--- config.mk ---
export PLATFORM = sky130hd
export DESIGN_NAME = rms_envelope_follower
export DESIGN_NICKNAME = d
export VERILOG_FILES = /design/src/rtl/rmsenv_pkg.sv /design/src/rtl/rmsenv_div.sv /design/src/rtl/rmsenv_sqrt.sv /design/src/rtl/rmsenv_dp.sv /design/src/rtl/rmsenv_ctrl.sv /design/src/rtl/rms_envelope_follower.sv
export SDC_FILE = /design/constraint.sdc
export NUM_CORES = 2
export LEC_CHECK = 0
export ABC_AREA = 1
export BUFFER_PORTS_ARGS = -buffer_cell sky130_fd_sc_hd__buf_2
export CORE_MARGIN = 8
export CORE_UTILIZATION = 50
export DETAILED_ROUTE_END_ITERATION = 10
export GPL_TIMING_DRIVEN = 0
export HOLD_SLACK_MARGIN = 0.05
export PLACE_DENSITY = 0.64
export SYNTH_ARGS = -nofsm -noshare
export SYNTH_HDL_FRONTEND = slang
export SYNTH_SLANG_ARGS = --single-unit
--- constraint.sdc ---
create_clock -name aclk -period 11.1 [get_ports aclk]
set_input_delay 0.555 -clock aclk [delete_from_list [all_inputs] [get_ports aclk]]
set_output_delay 0.555 -clock aclk [all_outputs]
set_load 0.02 [all_outputs]
--- src/rtl/rmsenv_pkg.sv ---
// ----------------------------------------------------------------------------
// rmsenv_pkg
// Shared constants, operation codes and controller/datapath bundles for the
// RMS envelope follower.
// ----------------------------------------------------------------------------
package rmsenv_pkg;

    localparam int LEVEL_FRAC_BITS_DEF = 16;

    localparam int CFG_IDX_W  = 2;
    localparam int CFG_DATA_W = 18;
    localparam int S_TDATA_W  = 16;
    localparam int M_TDATA_W  = 88;

    localparam logic [CFG_IDX_W-1:0] CFG_RATE    = 2'd0;
    localparam logic [CFG_IDX_W-1:0] CFG_CHAN    = 2'd1;
    localparam logic [CFG_IDX_W-1:0] CFG_WIN_MS  = 2'd2;
    localparam logic [CFG_IDX_W-1:0] CFG_SILENCE = 2'd3;

    // operations run on the shared divider
    typedef enum logic [2:0] {
        DIV_Q      = 3'd0,
        DIV_RAW    = 3'd1,
        DIV_START  = 3'd2,
        DIV_FRAMES = 3'd3,
        DIV_CLIP   = 3'd4,
        DIV_ADV    = 3'd5
    } div_op_t;

    typedef struct packed {
        logic    accept;
        logic    div_start;
        div_op_t div_op;
        logic    sqrt_start;
        logic    smooth_load;
        logic    clip_drop;
        logic    out_load;
    } rmsenv_cmd_t;

    typedef struct packed {
        logic size_stale;
        logic close_win;
        logic short_clip;
        logic last;
        logic div_done;
        logic sqrt_done;
        logic out_free;
    } rmsenv_stat_t;

endpackage

--- src/rtl/rmsenv_div.sv ---
// ----------------------------------------------------------------------------
// rmsenv_div
// Restoring divider, one quotient bit per cycle.
// ----------------------------------------------------------------------------
module rmsenv_div #(
    parameter int DDW = 54,
    parameter int DVW = 21
) (
    input  logic           aclk,
    input  logic           aresetn,
    input  logic           start,
    input  logic [DDW-1:0] dividend,
    input  logic [DVW-1:0] divisor,
    output logic           busy,
    output logic           done,
    output logic [DDW-1:0] quotient
);
    localparam int CW = $clog2(DDW + 1);

    logic           busy_reg;
    logic           done_reg;
    logic [CW-1:0]  cnt_reg;
    logic [DDW-1:0] dd_reg;
    logic [DVW-1:0] rem_reg;
    logic [DVW:0]   sh;
    logic [DVW:0]   diff;
    logic           ge;

    assign sh   = {rem_reg, dd_reg[DDW-1]};
    assign ge   = sh >= {1'b0, divisor};
    assign diff = sh - {1'b0, divisor};

    always_ff @(posedge aclk) begin
        if (!aresetn) begin
            busy_reg <= 1'b0;
            done_reg <= 1'b0;
            cnt_reg  <= '0;
        end else begin
            done_reg <= busy_reg && (cnt_reg == CW'(1));
            if (start) begin
                busy_reg <= 1'b1;
                cnt_reg  <= CW'(DDW);
            end else if (busy_reg) begin
                cnt_reg <= cnt_reg - CW'(1);
                if (cnt_reg == CW'(1)) begin
                    busy_reg <= 1'b0;
                end
            end
        end
    end

    always_ff @(posedge aclk) begin
        if (start) begin
            dd_reg  <= dividend;
            rem_reg <= '0;
        end else if (busy_reg) begin
            dd_reg  <= {dd_reg[DDW-2:0], ge};
            rem_reg <= ge ? diff[DVW-1:0] : sh[DVW-1:0];
        end
    end

    assign busy     = busy_reg;
    assign done     = done_reg;
    assign quotient = dd_reg;

    a_div_done_idle: assert property (@(posedge aclk) disable iff (!aresetn)
        done_reg |-> !busy_reg) else $error("divider done while busy");

endmodule

--- src/rtl/rmsenv_sqrt.sv ---
// ----------------------------------------------------------------------------
// rmsenv_sqrt
// Floor square root, one root bit per cycle.
// ----------------------------------------------------------------------------
module rmsenv_sqrt #(
    parameter int LW = 17
) (
    input  logic            aclk,
    input  logic            aresetn,
    input  logic            start,
    input  logic [2*LW-2:0] radicand,
    output logic            done,
    output logic [LW-1:0]   root
);
    localparam int RW = LW + 2;
    localparam int CW = $clog2(LW + 1);

    logic            busy_reg;
    logic            done_reg;
    logic [CW-1:0]   cnt_reg;
    logic [2*LW-1:0] rad_reg;
    logic [RW-1:0]   rem_reg;
    logic [LW-1:0]   root_reg;
    logic [RW-1:0]   rem_sh;
    logic [RW-1:0]   trial;
    logic            ge;

    assign rem_sh = {rem_reg[RW-3:0], rad_reg[2*LW-1 -: 2]};
    assign trial  = {root_reg, 2'b01};
    assign ge     = rem_sh >= trial;

    always_ff @(posedge aclk) begin
        if (!aresetn) begin
            busy_reg <= 1'b0;
            done_reg <= 1'b0;
            cnt_reg  <= '0;
        end else begin
            done_reg <= busy_reg && (cnt_reg == CW'(1));
            if (start) begin
                busy_reg <= 1'b1;
                cnt_reg  <= CW'(LW);
            end else if (busy_reg) begin
                cnt_reg <= cnt_reg - CW'(1);
                if (cnt_reg == CW'(1)) begin
                    busy_reg <= 1'b0;
                end
            end
        end
    end

    always_ff @(posedge aclk) begin
        if (start) begin
            rad_reg  <= {1'b0, radicand};
            rem_reg  <= '0;
            root_reg <= '0;
        end else if (busy_reg) begin
            rad_reg  <= {rad_reg[2*LW-3:0], 2'b00};
            rem_reg  <= ge ? (rem_sh - trial) : rem_sh;
            root_reg <= {root_reg[LW-2:0], ge};
        end
    end

    assign done = done_reg;
    assign root = root_reg;

    a_sqrt_no_restart: assert property (@(posedge aclk) disable iff (!aresetn)
        start |-> !busy_reg) else $error("square root restarted while busy");

endmodule

--- src/rtl/rmsenv_dp.sv ---
// ----------------------------------------------------------------------------
// rmsenv_dp
// Datapath: configuration registers, window accumulators, shared divider,
// square root unit, level smoothing and the output register.
// ----------------------------------------------------------------------------
module rmsenv_dp #(
    parameter int LEVEL_FRAC_BITS = rmsenv_pkg::LEVEL_FRAC_BITS_DEF
) (
    input  logic                                 aclk,
    input  logic                                 aresetn,
    input  logic                                 cfg_wr_en,
    input  logic [rmsenv_pkg::CFG_IDX_W-1:0]     cfg_index,
    input  logic [rmsenv_pkg::CFG_DATA_W-1:0]    cfg_wdata,
    input  logic [rmsenv_pkg::S_TDATA_W-1:0]     s_tdata,
    input  logic                                 s_tlast,
    output logic                                 m_tvalid,
    input  logic                                 m_tready,
    output logic [rmsenv_pkg::M_TDATA_W-1:0]     m_tdata,
    output logic                                 m_tlast,
    input  rmsenv_pkg::rmsenv_cmd_t              cmd,
    output rmsenv_pkg::rmsenv_stat_t             stat
);
    import rmsenv_pkg::*;

    localparam int F    = LEVEL_FRAC_BITS;
    localparam int LW   = F + 1;
    localparam int KPOS = (2 * F >= 30) ? 2 * F - 30 : 0;
    localparam int KNEG = (2 * F < 30) ? 30 - 2 * F : 0;
    localparam int DDW  = 52 + KPOS;
    localparam int DVW  = (LW > 21) ? LW : 21;
    localparam int QW   = 2 * F + 1;
    localparam int OSH_R = (F >= 16) ? F - 16 : 0;
    localparam int OSH_L = (F < 16) ? 16 - F : 0;
    localparam int KEPS_I = (((1 << F) / 1000) == 0) ? 1 : (1 << F) / 1000;
    localparam int FPW_SH = 38;
    localparam int SM_SH  = LW + 8;
    localparam logic [LW-1:0]  ONE    = {1'b1, {F{1'b0}}};
    localparam logic [F-1:0]   K032   = F'((64'd32 << F) / 64'd100);
    localparam logic [F-1:0]   KEPS   = F'(KEPS_I);
    localparam logic [39:0]    MAX40  = 40'hFF_FFFF_FFFF;
    localparam logic [DDW-1:0] U32MAX = DDW'(33'h0_FFFF_FFFF);
    // reciprocals: 1/1000 and 58/100, rounded up, exact floor over their ranges
    localparam logic [28:0]      FPW_M = 29'((64'd1 << FPW_SH) / 64'd1000 + 64'd1);
    localparam logic [SM_SH-1:0] SM_M  = SM_SH'((64'd29 << SM_SH) / 64'd50 + 64'd1);

    // configuration
    logic [17:0] rate_reg;
    logic [3:0]  ch_reg;
    logic [9:0]  wms_reg;
    logic [15:0] sil_reg;
    logic [1:0]  stale_cnt_reg;
    logic [17:0] rate_c;
    logic [3:0]  ch_c;
    logic [9:0]  wms_c;

    // window state
    logic [51:0]   sum_reg;
    logic [20:0]   fill_reg;
    logic [39:0]   base_reg;
    logic [39:0]   total_reg;
    logic [LW-1:0] smooth_reg;
    logic          last_reg;
    logic [20:0]   size_reg;
    logic [27:0]   rate_wms_reg;
    logic [55:0]   fpw_prod_reg;

    // intermediate results
    div_op_t       op_reg;
    logic [QW-1:0] q_reg;
    logic [LW-1:0] raw_reg;
    logic [31:0]   start_ms_reg;
    logic [39:0]   frames_reg;
    logic [31:0]   clip_ms_reg;

    logic                 m_valid_reg;
    logic [M_TDATA_W-1:0] m_data_reg;
    logic                 m_last_reg;

    logic [DDW-1:0] dvd;
    logic [DVW-1:0] dvs;
    logic           div_busy;
    logic           div_done;
    logic [DDW-1:0] quo;
    logic           sqrt_done;
    logic [LW-1:0]  rms;

    logic [15:0]         mag;
    logic [30:0]         mag_sq;
    logic [F+15:0]       thr_w;
    logic [F-1:0]        thr;
    logic [F-1:0]        kdiff;
    logic [F-1:0]        denom;
    logic [LW-1:0]       diff;
    logic [QW-1:0]       raw_num;
    logic [27:0]         rate_wms;
    logic [49:0]         base_k;
    logic [49:0]         frames_k;
    logic [LW+SM_SH-1:0] smooth_prod;
    logic [17:0]         fpw;
    logic [21:0]         size_next;
    logic [LW-1:0]       dec;
    logic [LW-1:0]       lvl_next;
    logic [20:0]         adv;
    logic [39:0]         base_next;
    logic [LW+15:0]      open_w;

    assign rate_c = (rate_reg == 18'd0) ? 18'd1 :
                    (rate_reg > 18'd192000) ? 18'd192000 : rate_reg;
    assign ch_c   = (ch_reg == 4'd0) ? 4'd1 : (ch_reg > 4'd8) ? 4'd8 : ch_reg;
    assign wms_c  = (wms_reg == 10'd0) ? 10'd1 :
                    (wms_reg > 10'd1000) ? 10'd1000 : wms_reg;

    assign mag    = s_tdata[15] ? (16'd0 - s_tdata) : s_tdata;
    assign mag_sq = 31'(32'(mag) * 32'(mag));

    // threshold and gain denominator in level units
    assign thr_w = ((F + 16)'(sil_reg) << OSH_R) >> OSH_L;
    assign thr   = thr_w[F-1:0];
    assign kdiff = K032 - thr;
    assign denom = ((K032 > thr) && (kdiff > KEPS)) ? kdiff : KEPS;
    assign diff  = rms - {1'b0, thr};
    assign raw_num = (rms > {1'b0, thr}) ? (QW'(diff) << F) : '0;

    assign rate_wms = 28'(rate_c) * 28'(wms_c);
    assign base_k   = 50'(base_reg) * 50'(1000);
    assign frames_k = 50'(frames_reg) * 50'(1000);

    always_comb begin
        case (cmd.div_op)
            DIV_Q: begin
                dvd = DDW'(sum_reg) << KPOS;
                dvs = DVW'(fill_reg);
            end
            DIV_RAW: begin
                dvd = DDW'(raw_num);
                dvs = DVW'(denom);
            end
            DIV_START: begin
                dvd = DDW'(base_k);
                dvs = DVW'(rate_c);
            end
            DIV_FRAMES: begin
                dvd = DDW'(total_reg);
                dvs = DVW'(ch_c);
            end
            DIV_CLIP: begin
                dvd = DDW'(frames_k);
                dvs = DVW'(rate_c);
            end
            DIV_ADV: begin
                dvd = DDW'(fill_reg);
                dvs = DVW'(ch_c);
            end
            default: begin
                dvd = '0;
                dvs = DVW'(1);
            end
        endcase
    end

    rmsenv_div #(.DDW(DDW), .DVW(DVW)) u_div (
        .aclk     (aclk),
        .aresetn  (aresetn),
        .start    (cmd.div_start),
        .dividend (dvd),
        .divisor  (dvs),
        .busy     (div_busy),
        .done     (div_done),
        .quotient (quo)
    );

    rmsenv_sqrt #(.LW(LW)) u_sqrt (
        .aclk     (aclk),
        .aresetn  (aresetn),
        .start    (cmd.sqrt_start),
        .radicand (q_reg),
        .done     (sqrt_done),
        .root     (rms)
    );

    assign fpw         = (fpw_prod_reg[FPW_SH +: 18] == 18'd0) ? 18'd1 :
                         fpw_prod_reg[FPW_SH +: 18];
    assign size_next   = 22'(fpw) * 22'(ch_c);
    assign smooth_prod = (LW + SM_SH)'(smooth_reg) * (LW + SM_SH)'(SM_M);
    assign dec         = smooth_prod[SM_SH +: LW];
    assign lvl_next    = (raw_reg >= smooth_reg) ? raw_reg :
                         (dec < raw_reg) ? raw_reg : dec;
    assign adv       = quo[20:0];
    assign base_next = (base_reg > (MAX40 - 40'(adv))) ? MAX40 : base_reg + 40'(adv);
    assign open_w    = ((LW + 16)'(smooth_reg) << OSH_L) >> OSH_R;

    always_ff @(posedge aclk) begin
        if (!aresetn) begin
            rate_reg      <= 18'd48000;
            ch_reg        <= 4'd1;
            wms_reg       <= 10'd20;
            sil_reg       <= 16'd1311;
            stale_cnt_reg <= 2'd3;
            sum_reg       <= '0;
            fill_reg      <= '0;
            base_reg      <= '0;
            total_reg     <= '0;
            smooth_reg    <= '0;
            last_reg      <= 1'b0;
            m_valid_reg   <= 1'b0;
        end else begin
            // size pipeline is three stages deep
            if (cfg_wr_en) begin
                stale_cnt_reg <= 2'd3;
                unique case (cfg_index)
                    CFG_RATE:    rate_reg <= cfg_wdata;
                    CFG_CHAN:    ch_reg   <= cfg_wdata[3:0];
                    CFG_WIN_MS:  wms_reg  <= cfg_wdata[9:0];
                    CFG_SILENCE: sil_reg  <= cfg_wdata[15:0];
                endcase
            end else if (stale_cnt_reg != 2'd0) begin
                stale_cnt_reg <= stale_cnt_reg - 2'd1;
            end

            if (cmd.accept) begin
                sum_reg   <= sum_reg + 52'(mag_sq);
                fill_reg  <= fill_reg + 21'd1;
                total_reg <= (total_reg == MAX40) ? MAX40 : total_reg + 40'd1;
                last_reg  <= s_tlast;
            end else if (cmd.clip_drop || (cmd.out_load && last_reg)) begin
                sum_reg    <= '0;
                fill_reg   <= '0;
                base_reg   <= '0;
                total_reg  <= '0;
                smooth_reg <= '0;
            end else if (cmd.out_load) begin
                sum_reg  <= '0;
                fill_reg <= '0;
            end else if (cmd.smooth_load) begin
                smooth_reg <= lvl_next;
            end else if (div_done && op_reg == DIV_ADV) begin
                base_reg <= base_next;
            end

            // a new beat wins over the one being taken
            if (cmd.out_load) begin
                m_valid_reg <= 1'b1;
            end else if (m_tready) begin
                m_valid_reg <= 1'b0;
            end
        end
    end

    always_ff @(posedge aclk) begin
        rate_wms_reg <= rate_wms;
        fpw_prod_reg <= 56'(rate_wms_reg) * 56'(FPW_M);
        size_reg     <= size_next[20:0];
        if (cmd.div_start) begin
            op_reg <= cmd.div_op;
        end
        if (div_done) begin
            case (op_reg)
                DIV_Q:      q_reg        <= QW'(quo >> KNEG);
                DIV_RAW:    raw_reg      <= (quo > DDW'(ONE)) ? ONE : quo[LW-1:0];
                DIV_START:  start_ms_reg <= (quo > U32MAX) ? 32'hFFFF_FFFF : quo[31:0];
                DIV_FRAMES: frames_reg   <= quo[39:0];
                DIV_CLIP:   clip_ms_reg  <= (quo > U32MAX) ? 32'hFFFF_FFFF : quo[31:0];
                default: ;
            endcase
        end
        if (cmd.out_load) begin
            m_data_reg <= {7'd0, (last_reg ? clip_ms_reg : 32'd0), open_w[16:0],
                           start_ms_reg};
            m_last_reg <= last_reg;
        end
    end

    assign stat.size_stale = (stale_cnt_reg != 2'd0);
    assign stat.close_win  = (fill_reg >= size_reg) || last_reg;
    assign stat.short_clip = last_reg && (total_reg < 40'(ch_c));
    assign stat.last       = last_reg;
    assign stat.div_done   = div_done;
    assign stat.sqrt_done  = sqrt_done;
    assign stat.out_free   = !m_valid_reg || m_tready;

    assign m_tvalid = m_valid_reg;
    assign m_tdata  = m_data_reg;
    assign m_tlast  = m_last_reg;

    a_smooth_range: assert property (@(posedge aclk) disable iff (!aresetn)
        smooth_reg <= ONE) else $error("smoothed level above full scale");

    a_div_idle_start: assert property (@(posedge aclk) disable iff (!aresetn)
        cmd.div_start |-> !div_busy) else $error("divider started while busy");

endmodule

--- src/rtl/rmsenv_ctrl.sv ---
// ----------------------------------------------------------------------------
// rmsenv_ctrl
// Sequencer: takes samples, and at window close either drops a too-short clip
// or walks the divide, square root and smoothing steps before loading the result beat.
// ----------------------------------------------------------------------------
module rmsenv_ctrl (
    input  logic                     aclk,
    input  logic                     aresetn,
    input  logic                     s_tvalid,
    output logic                     s_tready,
    input  rmsenv_pkg::rmsenv_stat_t stat,
    output rmsenv_pkg::rmsenv_cmd_t  cmd
);
    import rmsenv_pkg::*;

    typedef enum logic [11:0] {
        S_IDLE   = 12'b0000_0000_0001,
        S_SIZE   = 12'b0000_0000_0010,
        S_CHECK  = 12'b0000_0000_0100,
        S_QDIV   = 12'b0000_0000_1000,
        S_SQRT   = 12'b0000_0001_0000,
        S_RAW    = 12'b0000_0010_0000,
        S_SMOOTH = 12'b0000_0100_0000,
        S_START  = 12'b0000_1000_0000,
        S_FRAMES = 12'b0001_0000_0000,
        S_CLIP   = 12'b0010_0000_0000,
        S_ADV    = 12'b0100_0000_0000,
        S_OUT    = 12'b1000_0000_0000
    } state_t;

    state_t state_reg, state_next;
    logic   launched_reg, launched_next;
    logic   is_div;
    logic   ready;

    assign ready = (state_reg == S_IDLE) && !stat.size_stale;

    always_comb begin
        state_next      = state_reg;
        is_div          = 1'b0;
        cmd.accept      = 1'b0;
        cmd.div_op      = DIV_Q;
        cmd.sqrt_start  = 1'b0;
        cmd.smooth_load = 1'b0;
        cmd.clip_drop   = 1'b0;
        cmd.out_load    = 1'b0;

        unique case (state_reg)
            S_IDLE: begin
                if (stat.size_stale) begin
                    state_next = S_SIZE;
                end else if (s_tvalid) begin
                    cmd.accept = 1'b1;
                    state_next = S_CHECK;
                end
            end
            S_SIZE: begin
                // hold until the window size has settled
                if (!stat.size_stale) state_next = S_IDLE;
            end
            S_CHECK: begin
                if (!stat.close_win) begin
                    state_next = S_IDLE;
                end else if (stat.short_clip) begin
                    cmd.clip_drop = 1'b1;
                    state_next    = S_IDLE;
                end else begin
                    state_next = S_QDIV;
                end
            end
            S_QDIV: begin
                is_div     = 1'b1;
                cmd.div_op = DIV_Q;
                if (stat.div_done) state_next = S_SQRT;
            end
            S_SQRT: begin
                cmd.sqrt_start = !launched_reg;
                if (stat.sqrt_done) state_next = S_RAW;
            end
            S_RAW: begin
                is_div     = 1'b1;
                cmd.div_op = DIV_RAW;
                if (stat.div_done) state_next = S_SMOOTH;
            end
            S_SMOOTH: begin
                cmd.smooth_load = 1'b1;
                state_next      = S_START;
            end
            S_START: begin
                is_div     = 1'b1;
                cmd.div_op = DIV_START;
                if (stat.div_done) state_next = stat.last ? S_FRAMES : S_ADV;
            end
            S_FRAMES: begin
                is_div     = 1'b1;
                cmd.div_op = DIV_FRAMES;
                if (stat.div_done) state_next = S_CLIP;
            end
            S_CLIP: begin
                is_div     = 1'b1;
                cmd.div_op = DIV_CLIP;
                if (stat.div_done) state_next = S_OUT;
            end
            S_ADV: begin
                is_div     = 1'b1;
                cmd.div_op = DIV_ADV;
                if (stat.div_done) state_next = S_OUT;
            end
            S_OUT: begin
                // hold until the output register can take the beat
                if (stat.out_free) begin
                    cmd.out_load = 1'b1;
                    state_next   = S_IDLE;
                end
            end
            default: state_next = S_IDLE;
        endcase

        cmd.div_start = is_div && !launched_reg;
        launched_next = (state_next != state_reg) ? 1'b0 :
                        (launched_reg || cmd.div_start || cmd.sqrt_start);
    end

    always_ff @(posedge aclk) begin
        if (!aresetn) begin
            state_reg    <= S_IDLE;
            launched_reg <= 1'b0;
        end else begin
            state_reg    <= state_next;
            launched_reg <= launched_next;
        end
    end

    assign s_tready = ready;

    a_out_to_idle: assert property (@(posedge aclk) disable iff (!aresetn)
        (state_reg == S_OUT && stat.out_free) |=> state_reg == S_IDLE)
        else $error("result load did not return to idle");

    a_no_accept_while_stale: assert property (@(posedge aclk) disable iff (!aresetn)
        stat.size_stale |-> !cmd.accept) else $error("sample taken with stale size");

endmodule

--- src/rtl/rms_envelope_follower.sv ---
// ----------------------------------------------------------------------------
// rms_envelope_follower
// Windowed RMS level with silence gate, gain, instant attack and slow release.
// ----------------------------------------------------------------------------
// A sample that leaves its window open passes the accept and check states.
// A closing sample then runs the divides, square root and smoothing, with
// DDW = 52 + max(0, 2*LEVEL_FRAC_BITS-30) the divider width, plus any wait for
// the output register; the clip's last window takes one divide more.
// The rate is set by the one-bit-per-cycle divider; no new sample is taken until the block is back in idle.
// After reset or a register write a three-stage size pipeline settles
// before the next sample; reset restores registers 48000, 1, 20, 1311.
module rms_envelope_follower #(
    parameter int LEVEL_FRAC_BITS = rmsenv_pkg::LEVEL_FRAC_BITS_DEF
) (
    input  logic                              aclk,
    input  logic                              aresetn,
    input  logic                              cfg_wr_en,
    input  logic [rmsenv_pkg::CFG_IDX_W-1:0]  cfg_index,
    input  logic [rmsenv_pkg::CFG_DATA_W-1:0] cfg_wdata,
    input  logic                              s_tvalid,
    output logic                              s_tready,
    input  logic [rmsenv_pkg::S_TDATA_W-1:0]  s_tdata,   // [15:0] pcm_sample
    input  logic                              s_tlast,   // clip_end
    output logic                              m_tvalid,
    input  logic                              m_tready,
    output logic [rmsenv_pkg::M_TDATA_W-1:0]  m_tdata,   // [31:0] start_ms,
                                                         // [48:32] openness,
                                                         // [80:49] clip_ms
    output logic                              m_tlast    // final_res
);
    import rmsenv_pkg::*;

    rmsenv_cmd_t  cmd;
    rmsenv_stat_t stat;

    rmsenv_ctrl u_ctrl (
        .aclk     (aclk),
        .aresetn  (aresetn),
        .s_tvalid (s_tvalid),
        .s_tready (s_tready),
        .stat     (stat),
        .cmd      (cmd)
    );

    rmsenv_dp #(.LEVEL_FRAC_BITS(LEVEL_FRAC_BITS)) u_dp (
        .aclk      (aclk),
        .aresetn   (aresetn),
        .cfg_wr_en (cfg_wr_en),
        .cfg_index (cfg_index),
        .cfg_wdata (cfg_wdata),
        .s_tdata   (s_tdata),
        .s_tlast   (s_tlast),
        .m_tvalid  (m_tvalid),
        .m_tready  (m_tready),
        .m_tdata   (m_tdata),
        .m_tlast   (m_tlast),
        .cmd       (cmd),
        .stat      (stat)
    );

endmodule

==> results_dict.tcl <==
set metrics [dict create \
    outcome "completed" \
    synth-seq-cells 699 \
    cpMostUsedCell "inv_1" \
    layout_common_cells "nand2_1, inv_1, ha_1, fa_1, nor2_1" \
    drtIter0Drc 6810 \
    rsz0062_at_grt "no" \
    report.final.slew_viol_count 0 \
    maxCapViolCount 0 \
    insertion_delay_ps 760 \
    cts_buffers 83 \
    setup_viol 0 \
    finalCoreUtilization 0.541 \
    nets 13000 \
    yosys_warnings 0 \
    hold_viol 0 \
    ys_top_cells_by_area "fa_1, ha_1, edfxtp_1, nand2_1, dfxtp_1" \
    critical-path-max-stage-delay_ps 580 \
    dieWidth_um 431 \
    startpoint_type "input pin" \
    postCtsSetupBuffers 0 \
    clk_pin_slew_ps 60 \
    viasPerCell 5.62 \
    ys_seq_area_frac 0.201 \
    max_freq_mhz 99.6 \
    first_global_vias 73300 \
    wire_per_inst_um 21.4 \
    core_area_um2 171000 \
    synth_top_area_frac 0.234 \
    grt_overflow 0 \
    tritoncts "built" \
    crit_slowest_cell "fa_1" \
    ys.flop_type "dfxtp_1" \
    synth_top_area_cell "fa_1" \
    synth-edff-count 326 \
    timing.hold.ws_ps 101 \
    track_usage 0.301 \
    synthToLayoutAreaGrowth_pct 7.85 \
    drc 0 \
    stdcell_count 13200 \
    drt-total-wl_mm 284 \
    ant_nets 0 \
    fin_crit_ps 10040 \
    htree_levels 3 \
    initial_core_util 0.502 \
    boundaryPins 133 \
    gp_congestion 1.06 \
    worstMarginPinSlew_ps 1290 \
    grt_max_degree 38 \
    dpl.hpwl_mm 240 \
    hold_path.class "in2reg" \
    antenna_found_initial 12 \
    final_common_cell "nand2_1" \
    dieHeight_um 431 \
    postSynthCellCount 10700 \
    largest_reg_flops 81 \
    path_class "in2reg" \
    drive_gt1_frac 0.0435 \
    portBuffers 124 \
    syn_avg_cell_area_um2 8.05 \
    timing.final.crit_share 0.905 \
    cts_sinks 699 \
    arrival_ps 10690 \
    grt_pass1_wl_mm 435 \
    crit_required_ps 11750 \
    drtPass1Iterations 8 \
    dp_cells 13100 \
    fill_cells 16500 \
    clk_path_buf_depth 3 \
    cts-root-buf "clkbuf_16" \
    worstPathMaxFanout 19 \
    endpoint_kind "flop" \
    finClkSkew_ps 78.4 \
    relSlewSlack 0.136 \
    dieArea_um2 185000 \
    vias 74300 \
    synth_area_um2 85900 \
    synth.distinct_cells 64 \
    rows 152 \
    async_flop_share 0 \
]
## layer usage
layer / global-route usage / vias up / wire length, µm
met5: 0 / - / 13
met4: 0.122 / 2 / 13400
met3: 0.0532 / 503 / 22900
met2: 0.468 / 2881 / 124000
met1: 0.418 / 36000 / 123000
li1: - / 34900 / -
## metrics by stage
| stage | setup TNS [ps] | area (µm²) | setup slack (ps) |
|---|---|---|---|
| global route | 0 | 92700 | 340 |
| detailed placement | -185 | 89600 | -99.9 |
| global placement | -667 | 89400 | -194 |
| floorplan | 0 | 86000 | 2420 |
| finish | 0 | 92700 | 1060 |
| CTS | 0 | 92600 | 619 |
## worst max-delay path, delay by kind of cell
kind / cells / cell delay, ps
AO/OA/AOI/OAI: 7 / 1120
XOR/XNOR: 2 / 560
adder cells (fa/ha/maj): 9 / 4170
buffers and inverters: 10 / 1500
AND/OR/NAND/NOR: 14 / 2780
## final cells by class
| type | instances | area [µm²] | area share |
|---|---|---|---|
| Clock buffer | 93 | 2170 | 0.0235 |
| Inverter | 1994 | 7490 | 0.0808 |
| Antenna cell | 9 | 22.5 | 0.000243 |
| Tap cell | 2233 | 2790 | 0.0301 |
| Sequential cell | 699 | 17300 | 0.186 |
| Timing Repair Buffer | 137 | 832 | 0.00898 |
| Buffer | 193 | 908 | 0.00980 |
| Clock inverter | 62 | 818 | 0.00883 |
| Multi-Input combinational cell | 7800 | 60400 | 0.652 |
## final timing paths
check	cells past startpoint	startpoint	slack (ps)	to
worst min register to register	0	u_dp.start_ms_reg[24]$_DFFE_PP_	410	u_dp.m_tdata[24]$_DFFE_PP_
worst max register to register	30	u_dp.smooth_reg[9]$_SDFFE_PN0P_	2810	u_dp.smooth_reg[13]$_SDFFE_PN0P_
worst max-delay path	42	s_tdata[0]	1060	u_dp.sum_reg[41]$_SDFFE_PN0P_
worst min-delay path	3	cfg_wdata[11]	100	u_dp.rate_reg[11]$_SDFFE_PN1P_
## kinds of logic (layout without fill, tap and decap cells)
family | count (synthesis) | count (layout) | synth area share
XOR/XNOR | 206 | 206 | 0.0210
buffers and inverters | 2188 | 2479 | 0.0978
other | 2 | 27 | 0.0000874
adder cells (fa/ha/maj) | 2035 | 2035 | 0.384
AO/OA/AOI/OAI | 1529 | 1529 | 0.0997
AND/OR/NAND/NOR | 4012 | 4012 | 0.196
flip-flops | 699 | 699 | 0.201
## synth_stat cells, types with 8 or more instances
library cell,instances
nand2_1,2218
inv_1,1962
ha_1,1029
fa_1,1006
nor2_1,834
a21oi_1,660
o21ai_0,476
nand3_1,475
dfxtp_1,373
edfxtp_1,326
nand4_1,157
xor2_1,136
nor3_1,128
clkbuf_1,119
xnor2_1,70
nor4_1,64
o211ai_1,56
a22oi_1,55
o21bai_1,50
a21o_1,49
or2_2,46
a31oi_1,45
buf_2,39
nand3b_1,34
o21ai_1,25
inv_2,22
a21boi_0,18
buf_4,17
o22ai_1,16
o21a_1,15
o31ai_1,13
nor2_4,12
a21oi_2,10
buf_1,10
nor2_2,10
buf_6,8
clkinv_1,8
## repair_timing
item | 4_1_cts | 5_1_grt
setup endpoints to repair | 0 | 5
hold buffers | 3 | 0
gates resized for setup | 0 | 1
endpoints found under the hold margin | 3 | 0
Power is not shown: default switching activity piles up to over one toggle a cycle in this logic, so the estimate is an artifact.
